--- config.mk ---
export PLATFORM = sky130hd
export DESIGN_NAME = gas_sensor_concentration_top
export DESIGN_NICKNAME = d
export VERILOG_FILES = /design/src/gsc_pkg.sv /design/src/gsc_div.sv /design/src/gsc_warm.sv /design/src/gas_sensor_concentration_top.sv
export SDC_FILE = /design/constraint.sdc
export NUM_CORES = 2
export LEC_CHECK = 0
export BUFFER_PORTS_ARGS = -buffer_cell sky130_fd_sc_hd__buf_2
export CORE_MARGIN = 3
export CORE_UTILIZATION = 53
export DETAILED_ROUTE_END_ITERATION = 8
export HOLD_SLACK_MARGIN = 0.02
export PLACE_DENSITY = 0.67
export SLEW_MARGIN = 40
export SYNTH_ARGS = -nofsm -noshare
export SYNTH_HDL_FRONTEND = slang
export SYNTH_SLANG_ARGS = --single-unit
--- constraint.sdc ---
create_clock -name clock -period 6.5 [get_ports clock]
set_clock_uncertainty 0.2 [all_clocks]
set_input_delay 0.65 -clock clock [delete_from_list [all_inputs] [get_ports clock]]
set_output_delay 0.65 -clock clock [all_outputs]
set_load 0.1 [all_outputs]
--- src/gsc_pkg.sv ---
`default_nettype none
// ----------------------------------------------------------------------------
// gsc_pkg
// Shared widths, codes, control structs and per-gas curve constants for the
// gas sensor concentration block.
// ----------------------------------------------------------------------------
package gsc_pkg;

   localparam int ADC_W   = 12;
   localparam int GAS_W   = 3;
   localparam int KIND_W  = 2;
   localparam int STAT_W  = 3;
   localparam int CONC_W  = 22;
   localparam int RATIO_W = 18;
   localparam int MIN_W   = 8;
   localparam int MS_W    = 32;
   localparam int WIN_W   = 24;
   localparam int DIV_W   = 31;
   localparam int QUO_W   = 22;
   localparam int STEP_W  = 5;
   localparam int Q16_W   = 16;
   localparam int PROD_W  = 32;
   localparam int DIFF_W  = 33;
   localparam int BASE_W  = 32;
   localparam int NUM_W   = 36;

   localparam logic [MIN_W-1:0]          MINUTES_RESET = 8'd3;
   localparam logic [15:0]               MS_PER_MINUTE = 16'd60000;
   localparam logic signed [15:0]        Q16_SCALE     = 16'sd15625;  // 1e6 / 64
   localparam logic [4:0]                CONC_SCALE    = 5'd25;       // 100 / 4
   localparam logic signed [RATIO_W-1:0] RATIO_ONE     = 18'sd65536;
   localparam logic [CONC_W-1:0]         CONC_MAX      = 22'd2500000;
   localparam logic [STEP_W-1:0]         RDIV_STEPS    = 5'd16;
   localparam logic [STEP_W-1:0]         CDIV_STEPS    = 5'd22;

   localparam logic [KIND_W-1:0] KIND_TICK   = 2'd0;
   localparam logic [KIND_W-1:0] KIND_POLL   = 2'd1;
   localparam logic [KIND_W-1:0] KIND_MEAS   = 2'd2;
   localparam logic [KIND_W-1:0] KIND_IGNORE = 2'd3;

   localparam logic [STAT_W-1:0] STAT_TICK     = 3'd0;
   localparam logic [STAT_W-1:0] STAT_WARMING  = 3'd1;
   localparam logic [STAT_W-1:0] STAT_BASELINE = 3'd2;
   localparam logic [STAT_W-1:0] STAT_MEASURED = 3'd3;
   localparam logic [STAT_W-1:0] STAT_BAD_GAS  = 3'd4;

   localparam logic [GAS_W-1:0] GAS_CO      = 3'd0;
   localparam logic [GAS_W-1:0] GAS_CH4     = 3'd1;
   localparam logic [GAS_W-1:0] GAS_ETHANOL = 3'd2;
   localparam logic [GAS_W-1:0] GAS_H2      = 3'd3;
   localparam logic [GAS_W-1:0] GAS_NH3     = 3'd4;
   localparam logic [GAS_W-1:0] GAS_NO2     = 3'd5;
   localparam logic [GAS_W-1:0] NUM_GASES   = 3'd6;

   typedef enum logic [3:0] {
      ST_IDLE,
      ST_EXEC,
      ST_RDIV,
      ST_MUL,
      ST_NUM,
      ST_SCALE,
      ST_CHK,
      ST_CDIV,
      ST_EMIT
   } state_type;

   typedef struct packed {
      logic tick;
      logic poll;
   } warm_cmd_type;

   typedef struct packed {
      logic              capture;
      logic [ADC_W-1:0]  baseline;
   } warm_stat_type;

   typedef struct packed {
      logic              start;
      logic [DIV_W-1:0]  rem_init;
      logic [QUO_W-1:0]  low;
      logic [STEP_W-1:0] steps;
      logic [DIV_W-1:0]  divisor;
   } div_cmd_type;

   // threshold scaled by 1024
   function automatic logic [DIV_W-1:0] curve_thr(input logic [GAS_W-1:0] gas);
      logic [DIV_W-1:0] v;
      unique case (gas)
         GAS_CO:      v = 31'd435200000;
         GAS_CH4:     v = 31'd804864000;
         GAS_ETHANOL: v = 31'd313344000;
         GAS_H2:      v = 31'd285696000;
         GAS_NH3:     v = 31'd819200000;
         GAS_NO2:     v = 31'd1126400000;
         default:     v = '0;
      endcase
      return v;
   endfunction

   // offset scaled by 1024, rising curve only
   function automatic logic [DIV_W-1:0] curve_off(input logic [GAS_W-1:0] gas);
      logic [DIV_W-1:0] v;
      unique case (gas)
         GAS_NO2: v = 31'd46080000;
         default: v = '0;
      endcase
      return v;
   endfunction

   // slope scaled by 256
   function automatic logic [DIV_W-1:0] curve_div(input logic [GAS_W-1:0] gas);
      logic [DIV_W-1:0] v;
      unique case (gas)
         GAS_CO:      v = 31'd103680;
         GAS_CH4:     v = 31'd5888;
         GAS_ETHANOL: v = 31'd145920;
         GAS_H2:      v = 31'd66560;
         GAS_NH3:     v = 31'd384000;
         GAS_NO2:     v = 31'd1569280000;
         default:     v = 31'd1;
      endcase
      return v;
   endfunction

   function automatic logic [CONC_W-1:0] curve_floor(input logic [GAS_W-1:0] gas);
      logic [CONC_W-1:0] v;
      unique case (gas)
         GAS_CO:      v = 22'd100;
         GAS_CH4:     v = 22'd100000;
         GAS_ETHANOL: v = 22'd1000;
         GAS_H2:      v = 22'd100;
         GAS_NH3:     v = 22'd100;
         GAS_NO2:     v = 22'd10;
         default:     v = '0;
      endcase
      return v;
   endfunction

   function automatic logic [CONC_W-1:0] curve_top(input logic [GAS_W-1:0] gas);
      logic [CONC_W-1:0] v;
      unique case (gas)
         GAS_CO:      v = 22'd100000;
         GAS_CH4:     v = 22'd2500000;
         GAS_ETHANOL: v = 22'd50000;
         GAS_H2:      v = 22'd100000;
         GAS_NH3:     v = 22'd50000;
         GAS_NO2:     v = 22'd1000;
         default:     v = '0;
      endcase
      return v;
   endfunction

   function automatic logic curve_rising(input logic [GAS_W-1:0] gas);
      return (gas == GAS_NO2);
   endfunction

endpackage
`default_nettype wire

--- src/gsc_div.sv ---
`default_nettype none
// ----------------------------------------------------------------------------
// gsc_div
// Bit-serial restoring divider. Starts from a partial remainder that is
// already below the divisor and shifts in the low dividend bits one per
// cycle, giving one quotient bit per cycle.
// ----------------------------------------------------------------------------
module gsc_div
   import gsc_pkg::*;
(
   input  logic              clock,
   input  logic              reset,
   input  div_cmd_type       cmd,
   output logic              done,
   output logic [QUO_W-1:0]  quotient
);

   logic              busy_ff, busy_in;
   logic              done_ff, done_in;
   logic [STEP_W-1:0] cnt_ff, cnt_in;
   logic [DIV_W-1:0]  rem_ff;
   logic [QUO_W-1:0]  low_ff;
   logic [QUO_W-1:0]  quo_ff;
   logic [DIV_W-1:0]  divisor_ff;

   logic [DIV_W:0]    trial;
   logic [DIV_W:0]    trial_sub;
   logic              fits;
   logic [DIV_W-1:0]  rem_in;

   assign trial     = {rem_ff, low_ff[QUO_W-1]};
   assign trial_sub = trial - {1'b0, divisor_ff};
   assign fits      = (trial >= {1'b0, divisor_ff});
   assign rem_in    = fits ? trial_sub[DIV_W-1:0] : trial[DIV_W-1:0];

   always_comb begin
      busy_in = busy_ff;
      cnt_in  = cnt_ff;
      done_in = 1'b0;
      if (cmd.start) begin
         busy_in = 1'b1;
         cnt_in  = cmd.steps;
      end else if (busy_ff) begin
         cnt_in = cnt_ff - 1'b1;
         if (cnt_ff == STEP_W'(1)) begin
            busy_in = 1'b0;
            done_in = 1'b1;
         end
      end
   end

   always_ff @(posedge clock) begin
      if (reset) begin
         busy_ff <= 1'b0;
         done_ff <= 1'b0;
         cnt_ff  <= '0;
      end else begin
         busy_ff <= busy_in;
         done_ff <= done_in;
         cnt_ff  <= cnt_in;
      end
   end

   always_ff @(posedge clock) begin
      if (cmd.start) begin
         rem_ff     <= cmd.rem_init;
         low_ff     <= cmd.low;
         quo_ff     <= '0;
         divisor_ff <= cmd.divisor;
      end else if (busy_ff) begin
         rem_ff <= rem_in;
         low_ff <= {low_ff[QUO_W-2:0], 1'b0};
         quo_ff <= {quo_ff[QUO_W-2:0], fits};
      end
   end

   assign done     = done_ff;
   assign quotient = quo_ff;

endmodule
`default_nettype wire

--- src/gsc_warm.sv ---
`default_nettype none
// ----------------------------------------------------------------------------
// gsc_warm
// Millisecond counter, warm-up window tracking, baseline store and the
// warm-up minutes register.
// ----------------------------------------------------------------------------
module gsc_warm
   import gsc_pkg::*;
(
   input  logic              clock,
   input  logic              reset,
   input  logic              csr_write,
   input  logic [MIN_W-1:0]  csr_data,
   input  logic [ADC_W-1:0]  sample,
   input  warm_cmd_type      cmd,
   output warm_stat_type     stat
);

   logic [MIN_W-1:0] minutes_ff;
   logic [MS_W-1:0]  ms_count_ff;
   logic [MS_W-1:0]  stamp_ff;
   logic             started_ff;
   logic [WIN_W-1:0] window_ff;
   logic [ADC_W-1:0] baseline_ff;

   logic [WIN_W-1:0] window_in;
   logic [MS_W-1:0]  elapsed;
   logic             warming;
   logic             capture;

   assign window_in = WIN_W'(minutes_ff) * WIN_W'(MS_PER_MINUTE);
   assign elapsed   = ms_count_ff - stamp_ff;
   assign warming   = (elapsed < MS_W'(window_ff));
   assign capture   = started_ff && !warming;

   always_ff @(posedge clock) begin
      if (reset) begin
         minutes_ff  <= MINUTES_RESET;
         ms_count_ff <= '0;
         stamp_ff    <= '0;
         started_ff  <= 1'b0;
         window_ff   <= '0;
         baseline_ff <= '0;
      end else begin
         if (csr_write) begin
            minutes_ff <= csr_data;
         end
         if (cmd.tick) begin
            ms_count_ff <= ms_count_ff + 1'b1;
         end
         if (cmd.poll) begin
            if (!started_ff) begin
               started_ff <= 1'b1;
               stamp_ff   <= ms_count_ff;
               window_ff  <= window_in;
            end else if (capture) begin
               baseline_ff <= sample;
            end
         end
      end
   end

   assign stat.capture  = capture;
   assign stat.baseline = baseline_ff;

endmodule
`default_nettype wire

--- src/gas_sensor_concentration_top.sv ---
`default_nettype none
// ----------------------------------------------------------------------------
// gas_sensor_concentration_top
// Metal-oxide gas sensor ppm conversion: tick counting, warm-up and baseline
// capture, Q16 baseline drop ratio and per-gas linear curve with clamping.
// ----------------------------------------------------------------------------
// One beat at a time. A tick, warm-up poll or bad gas code goes through the
// execute and emit states. A measurement makes up to two passes through the
// shared bit-serial divider: 16 quotient bits for the ratio and 22 for the
// concentration (the ratio pass is skipped when the ratio saturates or the
// baseline is zero, the concentration pass when the gas is not present or
// the concentration hits its top). A finished result waits in the output
// register while the next beat is taken. Kind 3 is taken and dropped.
// ----------------------------------------------------------------------------
module gas_sensor_concentration_top
   import gsc_pkg::*;
#(
   parameter int ADC_BITS = 12
)
(
   input  logic                       clock,
   input  logic                       reset,
   input  logic                       req_valid,
   output logic                       req_stall,
   input  logic [KIND_W-1:0]          req_kind,
   input  logic [ADC_W-1:0]           req_adc_sample,
   input  logic [GAS_W-1:0]           req_gas,
   output logic                       rsp_valid,
   input  logic                       rsp_stall,
   output logic [STAT_W-1:0]          rsp_status,
   output logic [CONC_W-1:0]          rsp_concentration,
   output logic                       rsp_present,
   output logic signed [RATIO_W-1:0]  rsp_ratio,
   input  logic                       csr_wr_en,
   input  logic [MIN_W-1:0]           csr_wr_data
);

   localparam int SAMPLE_BITS = (ADC_BITS < ADC_W) ? ADC_BITS : ADC_W;
   localparam logic [ADC_W-1:0] SAMPLE_MASK = ADC_W'((1 << SAMPLE_BITS) - 1);

   state_type state_ff, state_in;

   logic [KIND_W-1:0]          kind_ff;
   logic [ADC_W-1:0]           sample_ff;
   logic [GAS_W-1:0]           gas_ff;
   logic                       neg_ff;
   logic signed [RATIO_W-1:0]  ratio_ff;
   logic signed [PROD_W-1:0]   prod_ff;
   logic                       hit_ff;
   logic [BASE_W-1:0]          base_ff;
   logic [NUM_W-1:0]           num_ff;
   logic [STAT_W-1:0]          stat_ff;
   logic [CONC_W-1:0]          conc_ff;
   logic                       present_ff;

   logic                       rsp_valid_ff, rsp_valid_in;
   logic [STAT_W-1:0]          rsp_status_ff;
   logic [CONC_W-1:0]          rsp_conc_ff;
   logic                       rsp_present_ff;
   logic signed [RATIO_W-1:0]  rsp_ratio_ff;

   warm_cmd_type  warm_cmd;
   warm_stat_type warm_stat;
   div_cmd_type   div_cmd;
   logic          div_done;
   logic [QUO_W-1:0] div_quo;

   logic accept, ld_exec, ld_rdiv, ld_prod, ld_base, ld_num, ld_chk, ld_cdiv, ld_rsp;
   logic out_free;

   // ratio front end
   logic                       bad_gas;
   logic signed [ADC_W:0]      drop;
   logic signed [ADC_W:0]      drop_abs;
   logic [ADC_W-1:0]           mag;
   logic                       neg;
   logic                       base_zero;
   logic                       ratio_direct;
   logic signed [RATIO_W-1:0]  direct_ratio;
   logic [STAT_W-1:0]          exec_stat_in;
   logic signed [RATIO_W-1:0]  exec_ratio_in;
   logic signed [RATIO_W-1:0]  q_mag;
   logic signed [RATIO_W-1:0]  rdiv_ratio_in;

   // curve path
   logic signed [PROD_W-1:0]   prod_in;
   logic signed [DIFF_W-1:0]   prod_x, thr_x, off_x, diff_thr, diff_off;
   logic                       rising;
   logic                       hit_in;
   logic [BASE_W-1:0]          base_in;
   logic [NUM_W-1:0]           num_in;
   logic [DIV_W-1:0]           num_high;
   logic                       conc_sat;
   logic [CONC_W-1:0]          chk_conc_in;
   logic [CONC_W-1:0]          clamp_in;
   logic [CONC_W-1:0]          floor_v, top_v;

   gsc_warm u_warm (
      .clock     (clock),
      .reset     (reset),
      .csr_write (csr_wr_en),
      .csr_data  (csr_wr_data),
      .sample    (sample_ff),
      .cmd       (warm_cmd),
      .stat      (warm_stat)
   );

   gsc_div u_div (
      .clock    (clock),
      .reset    (reset),
      .cmd      (div_cmd),
      .done     (div_done),
      .quotient (div_quo)
   );

   // ratio
   assign bad_gas      = (gas_ff >= NUM_GASES);
   assign drop         = $signed({1'b0, warm_stat.baseline}) - $signed({1'b0, sample_ff});
   assign neg          = drop[ADC_W];
   assign drop_abs     = neg ? -drop : drop;
   assign mag          = drop_abs[ADC_W-1:0];
   assign base_zero    = (warm_stat.baseline == '0);
   assign ratio_direct = base_zero || (mag >= warm_stat.baseline);
   assign direct_ratio = base_zero ? '0 : (neg ? -RATIO_ONE : RATIO_ONE);
   assign exec_ratio_in = (kind_ff == KIND_MEAS && !bad_gas) ? direct_ratio : '0;
   assign q_mag         = $signed(RATIO_W'(div_quo[Q16_W-1:0]));
   assign rdiv_ratio_in = neg_ff ? -q_mag : q_mag;

   always_comb begin
      priority if (kind_ff == KIND_TICK) begin
         exec_stat_in = STAT_TICK;
      end else if (kind_ff == KIND_POLL) begin
         exec_stat_in = warm_stat.capture ? STAT_BASELINE : STAT_WARMING;
      end else if (bad_gas) begin
         exec_stat_in = STAT_BAD_GAS;
      end else begin
         exec_stat_in = STAT_MEASURED;
      end
   end

   // curve
   assign prod_in  = PROD_W'(ratio_ff) * PROD_W'(Q16_SCALE);
   assign rising   = curve_rising(gas_ff);
   assign prod_x   = DIFF_W'(prod_ff);
   assign thr_x    = $signed(DIFF_W'(curve_thr(gas_ff)));
   assign off_x    = $signed(DIFF_W'(curve_off(gas_ff)));
   assign diff_thr = rising ? (prod_x - thr_x) : (thr_x - prod_x);
   assign diff_off = prod_x - off_x;
   assign hit_in   = !diff_thr[DIFF_W-1];
   assign base_in  = rising ? diff_off[BASE_W-1:0] : diff_thr[BASE_W-1:0];
   assign num_in   = NUM_W'(base_ff) * NUM_W'(CONC_SCALE);
   assign num_high = DIV_W'(num_ff[NUM_W-1:QUO_W]);
   assign conc_sat = (num_high >= curve_div(gas_ff));
   assign floor_v  = curve_floor(gas_ff);
   assign top_v    = curve_top(gas_ff);
   assign chk_conc_in = (hit_ff && conc_sat) ? top_v : '0;

   always_comb begin
      priority if (div_quo < floor_v) begin
         clamp_in = '0;
      end else if (div_quo > top_v) begin
         clamp_in = top_v;
      end else begin
         clamp_in = div_quo;
      end
   end

   assign out_free = !rsp_valid_ff || !rsp_stall;

   // next state
   always_comb begin
      state_in = state_ff;
      unique case (state_ff)
         ST_IDLE: begin
            if (req_valid && req_kind != KIND_IGNORE) begin
               state_in = ST_EXEC;
            end
         end
         ST_EXEC: begin
            priority if (kind_ff != KIND_MEAS || bad_gas) begin
               state_in = ST_EMIT;
            end else if (ratio_direct) begin
               state_in = ST_MUL;
            end else begin
               state_in = ST_RDIV;
            end
         end
         ST_RDIV: begin
            if (div_done) begin
               state_in = ST_MUL;
            end
         end
         ST_MUL:   state_in = ST_NUM;
         ST_NUM:   state_in = ST_SCALE;
         ST_SCALE: state_in = ST_CHK;
         ST_CHK: begin
            state_in = (hit_ff && !conc_sat) ? ST_CDIV : ST_EMIT;
         end
         ST_CDIV: begin
            if (div_done) begin
               state_in = ST_EMIT;
            end
         end
         ST_EMIT: begin
            if (out_free) begin
               state_in = ST_IDLE;
            end
         end
         default: state_in = ST_IDLE;
      endcase
   end

   // outputs of the sequencer
   always_comb begin
      accept   = 1'b0;
      ld_exec  = 1'b0;
      ld_rdiv  = 1'b0;
      ld_prod  = 1'b0;
      ld_base  = 1'b0;
      ld_num   = 1'b0;
      ld_chk   = 1'b0;
      ld_cdiv  = 1'b0;
      ld_rsp   = 1'b0;
      warm_cmd = '0;
      div_cmd  = '0;
      unique case (state_ff)
         ST_IDLE: accept = req_valid;
         ST_EXEC: begin
            ld_exec       = 1'b1;
            warm_cmd.tick = (kind_ff == KIND_TICK);
            warm_cmd.poll = (kind_ff == KIND_POLL);
            if (kind_ff == KIND_MEAS && !bad_gas && !ratio_direct) begin
               div_cmd.start    = 1'b1;
               div_cmd.rem_init = DIV_W'(mag);
               div_cmd.low      = '0;
               div_cmd.steps    = RDIV_STEPS;
               div_cmd.divisor  = DIV_W'(warm_stat.baseline);
            end
         end
         ST_RDIV:  ld_rdiv = div_done;
         ST_MUL:   ld_prod = 1'b1;
         ST_NUM:   ld_base = 1'b1;
         ST_SCALE: ld_num  = 1'b1;
         ST_CHK: begin
            ld_chk = 1'b1;
            if (hit_ff && !conc_sat) begin
               div_cmd.start    = 1'b1;
               div_cmd.rem_init = num_high;
               div_cmd.low      = num_ff[QUO_W-1:0];
               div_cmd.steps    = CDIV_STEPS;
               div_cmd.divisor  = curve_div(gas_ff);
            end
         end
         ST_CDIV: ld_cdiv = div_done;
         ST_EMIT: ld_rsp  = out_free;
         default: ;
      endcase
   end

   assign req_stall    = (state_ff != ST_IDLE);
   assign rsp_valid_in = ld_rsp ? 1'b1 : (rsp_stall ? rsp_valid_ff : 1'b0);

   always_ff @(posedge clock) begin
      if (reset) begin
         state_ff     <= ST_IDLE;
         rsp_valid_ff <= 1'b0;
      end else begin
         state_ff     <= state_in;
         rsp_valid_ff <= rsp_valid_in;
      end
   end

   always_ff @(posedge clock) begin
      if (accept) begin
         kind_ff   <= req_kind;
         sample_ff <= req_adc_sample & SAMPLE_MASK;
         gas_ff    <= req_gas;
      end
      if (ld_exec) begin
         stat_ff    <= exec_stat_in;
         ratio_ff   <= exec_ratio_in;
         conc_ff    <= '0;
         present_ff <= 1'b0;
         neg_ff     <= neg;
      end
      if (ld_rdiv) begin
         ratio_ff <= rdiv_ratio_in;
      end
      if (ld_prod) begin
         prod_ff <= prod_in;
      end
      if (ld_base) begin
         hit_ff  <= hit_in;
         base_ff <= base_in;
      end
      if (ld_num) begin
         num_ff <= num_in;
      end
      if (ld_chk) begin
         present_ff <= hit_ff;
         conc_ff    <= chk_conc_in;
      end
      if (ld_cdiv) begin
         conc_ff <= clamp_in;
      end
      if (ld_rsp) begin
         rsp_status_ff  <= stat_ff;
         rsp_conc_ff    <= conc_ff;
         rsp_present_ff <= present_ff;
         rsp_ratio_ff   <= ratio_ff;
      end
   end

   assign rsp_valid         = rsp_valid_ff;
   assign rsp_status        = rsp_status_ff;
   assign rsp_concentration = rsp_conc_ff;
   assign rsp_present       = rsp_present_ff;
   assign rsp_ratio         = rsp_ratio_ff;

endmodule
`default_nettype wire

; ---- After elaboration in Yosys (flattened, before gate mapping)
; Index checks and enable logic that the tools add are counted.
; Widths: inputs -> output; s select.
[op_classes]
add_sub_neg = 10
n_mul = 3
order_cmp = 7
eq_ne = 23
muxes = 59
n_bitwise = 2
n_reduce_logical = 32
[ops]
columns = cell, n
row1 = $pmux 31 s6, 2
row2 = $mux 90, 2
row3 = $pmux 90 s2, 1
row4 = $mux 22, 8
row5 = $mux 18, 6
row6 = $mux 31, 3
row7 = $pmux 22 s4, 1
row8 = $pmux 17 s4, 1
row9 = $sub 32x32->33, 2
row10 = $mul 32x5->36 const B, 1
row11 = $pmux 4 s9, 1
row12 = $mux 33, 1
row13 = $add 32x1->32 const B, 1
row14 = $ge 32x31->1, 1
row15 = $lt 32x24->1, 1
row16 = $mul 18x15->32 const B, 1
row17 = $mux 32, 1
row18 = $sub 32x27->32, 1
row19 = $sub 32x32->32, 1
row20 = $ge 14x31->1, 1
row21 = $sub 31x31->31, 1
row22 = $mux 26, 1
row23 = $mux 4, 6
row24 = $gt 22x22->1, 1
row25 = 41 further kinds, 90
[word_totals]
ff_bits = 429
inputBits = 30
output_inout_bits = 46
wordCells = 167

; ---- Logic depth before layout (Yosys ltp)
[logic_depth]
word_depth = 10
ltp_mapped = 30
ltp_nobuf = 29

; ---- Modules after synthesis
; From an unflattened synthesis, not the netlist that was laid out.
[hier_totals]
hier_cells = 3606
area_unflattened_um2 = 34440.5
[by_module_without_submodules]
columns = module, n_inst, cells_per_inst, area_each_um2, seq_area_each_um2
row1 = gas_sensor_concentration_top, 1, 2021, 20238.2, 6316.1
row2 = gsc_warm, 1, 977, 7729.9, 2082.0
row3 = gsc_div, 1, 608, 6472.5, 3103.0

; ---- Least setup slack after synthesis
; No wires, ideal clock.
[synth_path]
path_type = reg-to-reg
from = register u_warm.baseline_ff[0]
to = register u_div.divisor_ff[0] (enable)
setup_ps = 391
t_arrival_ps = 5093
required_ps = 5909
setup_slack_ps = 816
stages_incl_launch_ff = 29
n_path_buf = 2
period_less_slack_ps = 5684
cell_sequence = dfxtp_1 > inv_1 > ha_1 > inv_1 > fa_1 > a21o_1 > a21oi_1 > nor2b_1 > o21ai_0 > a211oi_1 > o21a_1 > nor3_1 > o21bai_1 > inv_1 > nand2_1 > o21ai_0 > ha_1 > a21boi_0 > o21a_1 > o21a_1 > o21a_1 > o21ai_0 > nand2_1 > a21o_1 > nor2_1 > nor2_1 > inv_2 > buf_2 > buf_1
[synth_between]
elab_cells_between_ends = 10
cone_classes = add/sub (2) / order compare (1) / mux (3) / reduce/logical (4)
[synth_lines]
columns = element, line_no
row1 = "start, declared", gsc_warm.sv:24  ; logic [ADC_W-1:0] baseline_ff;
row2 = "start signal, assigned", gsc_warm.sv:57  ; baseline_ff <= sample;
row3 = $sub 12x12->13, gas_sensor_concentration_top.sv:118  ; assign drop = $signed({1'b0, warm_stat.baseline}) - $signed({1'b0, sample_ff});
row4 = named net drop[12], gas_sensor_concentration_top.sv:73  ; logic signed [ADC_W:0] drop;
row5 = $mux 12, gas_sensor_concentration_top.sv:120  ; assign drop_abs = neg ? -drop : drop;
row6 = $ge 12x12->1, gas_sensor_concentration_top.sv:123  ; assign ratio_direct = base_zero || (mag >= warm_stat.baseline);
row7 = $logic_or 1x1->1, gas_sensor_concentration_top.sv:123
row8 = $logic_not 1->1, gas_sensor_concentration_top.sv:232  ; if (kind_ff == KIND_MEAS && !bad_gas && !ratio_direct) begin
row9 = $logic_and 1x1->1, gas_sensor_concentration_top.sv:232
row10 = $mux 90, gas_sensor_concentration_top.sv:232
row11 = $pmux 90 s2, gas_sensor_concentration_top.sv:226  ; unique case (state_ff)
row12 = "end signal, assigned", gsc_div.sv:69  ; divisor_ff <= cmd.divisor;
row13 = "end, declared", gsc_div.sv:24  ; logic [DIV_W-1:0] divisor_ff;
; The timed path passes the listed nets, and every way through them passes these cells.
; A chain may end at the register's enable or synchronous reset.

; ---- Worst setup path after layout
[layout_path]
from = register u_warm.baseline_ff[0]
to = register u_div.rem_ff[26] (data pin)
[layout_between]
elab_cells_between_ends = 11
cone_classes = add/sub (2) / order compare (1) / mux (4) / reduce/logical (4)
[layout_lines]
columns = element, line_no
row1 = $sub 12x12->13, gas_sensor_concentration_top.sv:118
row2 = named net drop[12], gas_sensor_concentration_top.sv:73
row3 = $mux 12, gas_sensor_concentration_top.sv:120
row4 = $ge 12x12->1, gas_sensor_concentration_top.sv:123
row5 = $logic_or 1x1->1, gas_sensor_concentration_top.sv:123
row6 = $logic_not 1->1, gas_sensor_concentration_top.sv:232
row7 = $logic_and 1x1->1, gas_sensor_concentration_top.sv:232
row8 = $mux 90, gas_sensor_concentration_top.sv:232
row9 = $pmux 90 s2, gas_sensor_concentration_top.sv:226
row10 = $mux 31, gsc_div.sv:65  ; if (cmd.start) begin
row11 = "end signal, assigned", gsc_div.sv:66  ; rem_ff <= cmd.rem_init;
row12 = "end signal, assigned", gsc_div.sv:71  ; rem_ff <= rem_in;
row13 = "end, declared", gsc_div.sv:21  ; logic [DIV_W-1:0] rem_ff;
; The timed path passes the listed nets, and every way through them passes these cells.

==> qor.yml <==
synthesis:
  syn_inst: 3297
  synth_edf_count: 279
  yosysUniqueCellTypes: 82
  yosysSeqAreaShare_pct: 34.6
  synth_common_cells: "483 x inv_1, 464 x ha_1, 279 x edfxtp_1"
  yosysTopAreaCell: "edfxtp_1"
  synth_top_family_by_area: "adder cells"
  synth.area.mux_share_pct: 2.15
  async_reset_ff_share_pct: 0
  synth.avg_cell_area_um2: 9.75
  ys_ff_latch: 417
  yosys_warnings: 0
  synth_most_common_cell: "inv_1"
  synth_fa_ha_area_share_pct: 26.1
  ys.flop_type: "edfxtp_1"
  synth-simple-area-share_pct: 11.4
  syn_area_um2: 32200
  yosysTopAreaCellShare_pct: 26.1
  synth_nets: 3921
  synth_compound_area_share_pct: 13.2
  synthTopCellsByArea: "edfxtp_1 26%, ha_1 18%, dfxtp_1 8.6%, fa_1 8.1%, inv_1 5.6%"
  synth-xor-area-share_pct: 5.86
worst_setup_path:
  crit_arrival_ps: 6210
  crit_path_frequent_cell: "o21a_1"
  reg2reg_to: "u_div.rem_ff[26]"
  reg2reg_slack_ps: 420
  slowest_stage: "o21bai_1"
  worstReg2RegStart: "u_warm.baseline_ff[0]"
  cp_max_fo: 77
  critPathCaptureType: "flip-flop"
  crit_type: "reg2reg"
  rr_worst_depth: 29
  worstSetupStartpointType: "flip-flop"
  required_ps: 6630
  slowest_delay_ps: 500
sta:
  setup_viol: 0
  fin_tns_setup_ps: 0
  slew_headroom_pct: 45.6
  tightest_slew_ps: 808
  rsz0062_at_grt: "false"
  finalMaxSlewViolations: 0
  period_share_pct: 93.5
  hold_viol_final: 0
  fmax_ghz: 0.165
  timing.final.crit_period_ps: 6080
  hold-worst-slack_ps: 52.6
clock_tree:
  cts_setup_buffers: 0
  clkLatencyLatePin_ps: 610
  cts_sinks: 417
  cts_inserted_buffers: 48
  clk_pin_slew_ps: 60
  cts_tree: "yes"
  root_buffer: "clkbuf_16"
  cts_max_level: 2
  clock_path_buffers: 3
detailed_routing:
  vias: 23500
  routed_via_density: 5.59
  drcViolationCount: 0
  route.antenna.remaining_nets: 0
  post_drt_wl_per_cell_um: 17.5
  wirelength_um: 73500
  drt-pass1-iter-count: 5
  first_iter_violations: 1313
placement:
  portBuffers: 75
  gp_congestion: 0.906
  dp_cells: 4094
  dpl.hpwl_um: 57300
global_route:
  antenna_found_initial: 0
  first_global_vias: 23900
  grt_max_degree: 82
  track_usage_pct: 23.3
  grt-ovfl-total: 0
  grt_pass1_wl_um: 121000
final_layout:
  fin_cells: 4197
  drive_gt1_share_pct: 6.31
  n_fill_cell: 4998
  syn_to_final_growth_pct: 9.71
  fin_nets: 4009
  n_antenna_cell: 0
floorplan:
  die_y_um: 252
  coreArea_um2: 59500
  io_pins: 76
  fp.dieArea_um2: 63700
  rows: 89
  start_util_pct: 54.1
  die_w_um: 252
run:
  drv_cap: 0
min_path:
  hp-start: "req_adc_sample[4]"
  hold_end: "sample_ff[4]"
  min_delay_path_depth: 1
  hold_path_class: "in2reg"
run_status:
  status: "completed"
final cells by class:
class	count	area (um2)	share of cell area, %
clock buffers	60	1310	3.70
clock inverters	29	328	0.929
inverters	486	1820	5.17
multi-input cells	2319	19000	53.7
flip-flops and latches	417	11100	31.6
well taps	773	967	2.74
repair buffers	113	749	2.12
repair_timing:
item / in CTS / in global routing
setup endpoints to repair: 0 / 28
hold endpoints to repair: 14 / 0
resized for setup: 0 / 2
hold buffers: 14 / 0
worst max-delay path: cells and delay by family, from the launching register on:
family | cells | cell delay [ps]
adder cells (fa/ha/maj) | 3 | 680
AO/OA/AOI/OAI | 14 | 2860
flip-flops | 1 | 410
AND/OR/NAND/NOR | 6 | 580
buffers and inverters | 6 | 1080
metrics by stage:
step / instance area [um2] / util [%] / setup slack [ps]
after global routing: 35300 / 59.3 / 11.4
after floorplan: 32200 / - / 816
final: 35300 / 59.3 / 423
after global placement: 33400 / 56.3 / 551
after detailed placement: 33500 / 56.3 / 477
after CTS: 35300 / 59.3 / 428
state kept, by name (all words and copies together), names as in the netlist, 18 cells and up:
register,flops
base_ff,32
conc_ff,22
num_ff,36
prod_ff,32
ratio_ff,18
rsp_concentration,22
rsp_ratio,18
u_div.divisor_ff,19
u_div.low_ff,22
u_div.quotient,22
u_div.rem_ff,31
u_warm.ms_count_ff,32
u_warm.stamp_ff,32
u_warm.window_ff,19
cell families (layout without fill, tap and decap cells):
logic type,after synthesis,after routing
flops,417,417
mux,69,69
fa+ha+maj,594,594
compound gates,652,652
simple gates,789,789
xor+xnor,215,215
buf+inv,561,688
worst max-delay path by stage:
stage,from,end,slack (ps),cells after the start
after floorplan,u_warm.baseline_ff[0],u_div.divisor_ff[0],820,28
after global placement,u_warm.baseline_ff[0],u_div.rem_ff[26],550,30
after detailed placement,u_warm.baseline_ff[0],u_div.low_ff[0],480,29
after CTS,u_warm.baseline_ff[0],u_div.rem_ff[26],430,30
after global routing,u_warm.baseline_ff[0],u_div.low_ff[4],10,28
final,u_warm.baseline_ff[0],u_div.rem_ff[26],420,29
layer usage:
metal	vias up	global-route usage, %	wire length [um]
li1	11600	-	-
met1	11300	29.1	31500
met2	439	41.2	36000
met3	149	2.67	2860
met4	0	9.94	3110
met5	-	0	0
cells in the final DEF, fill, tap and decap left out, types with 15 or more instances in the layout:
| master | netlist | final |
|---|---|---|
| inv_1 | 483 | 483 |
| nor2b_1 | 41 | 40 |
| nor2_1 | 253 | 250 |
| o31ai_1 | 17 | 17 |
| dfxtp_1 | 138 | 138 |
| nand2b_1 | 25 | 25 |
| edfxtp_1 | 279 | 279 |
| ha_1 | 464 | 464 |
| xnor2_1 | 124 | 124 |
| nor3_1 | 59 | 58 |
| buf_4 | 0 | 20 |
| buf_2 | 5 | 74 |
| o21a_1 | 23 | 23 |
| fa_1 | 130 | 130 |
| a21o_1 | 64 | 64 |
| a31oi_1 | 18 | 17 |
| nand4_1 | 24 | 24 |
| and3_1 | 26 | 25 |
| o21bai_1 | 24 | 24 |
| a22o_1 | 27 | 27 |
| mux2i_1 | 69 | 69 |
| nand3_1 | 47 | 46 |
| a21boi_0 | 18 | 18 |
| or3_1 | 20 | 20 |
| nand2_1 | 234 | 233 |
| clkbuf_16 | 0 | 48 |
| o21ai_0 | 120 | 119 |
| a211oi_1 | 15 | 15 |
| a21oi_1 | 216 | 214 |
| xor2_1 | 91 | 91 |
Power is left out: the tool's default activity adds up to more than one toggle a clock period on the data nets, which glitch-free logic cannot reach.
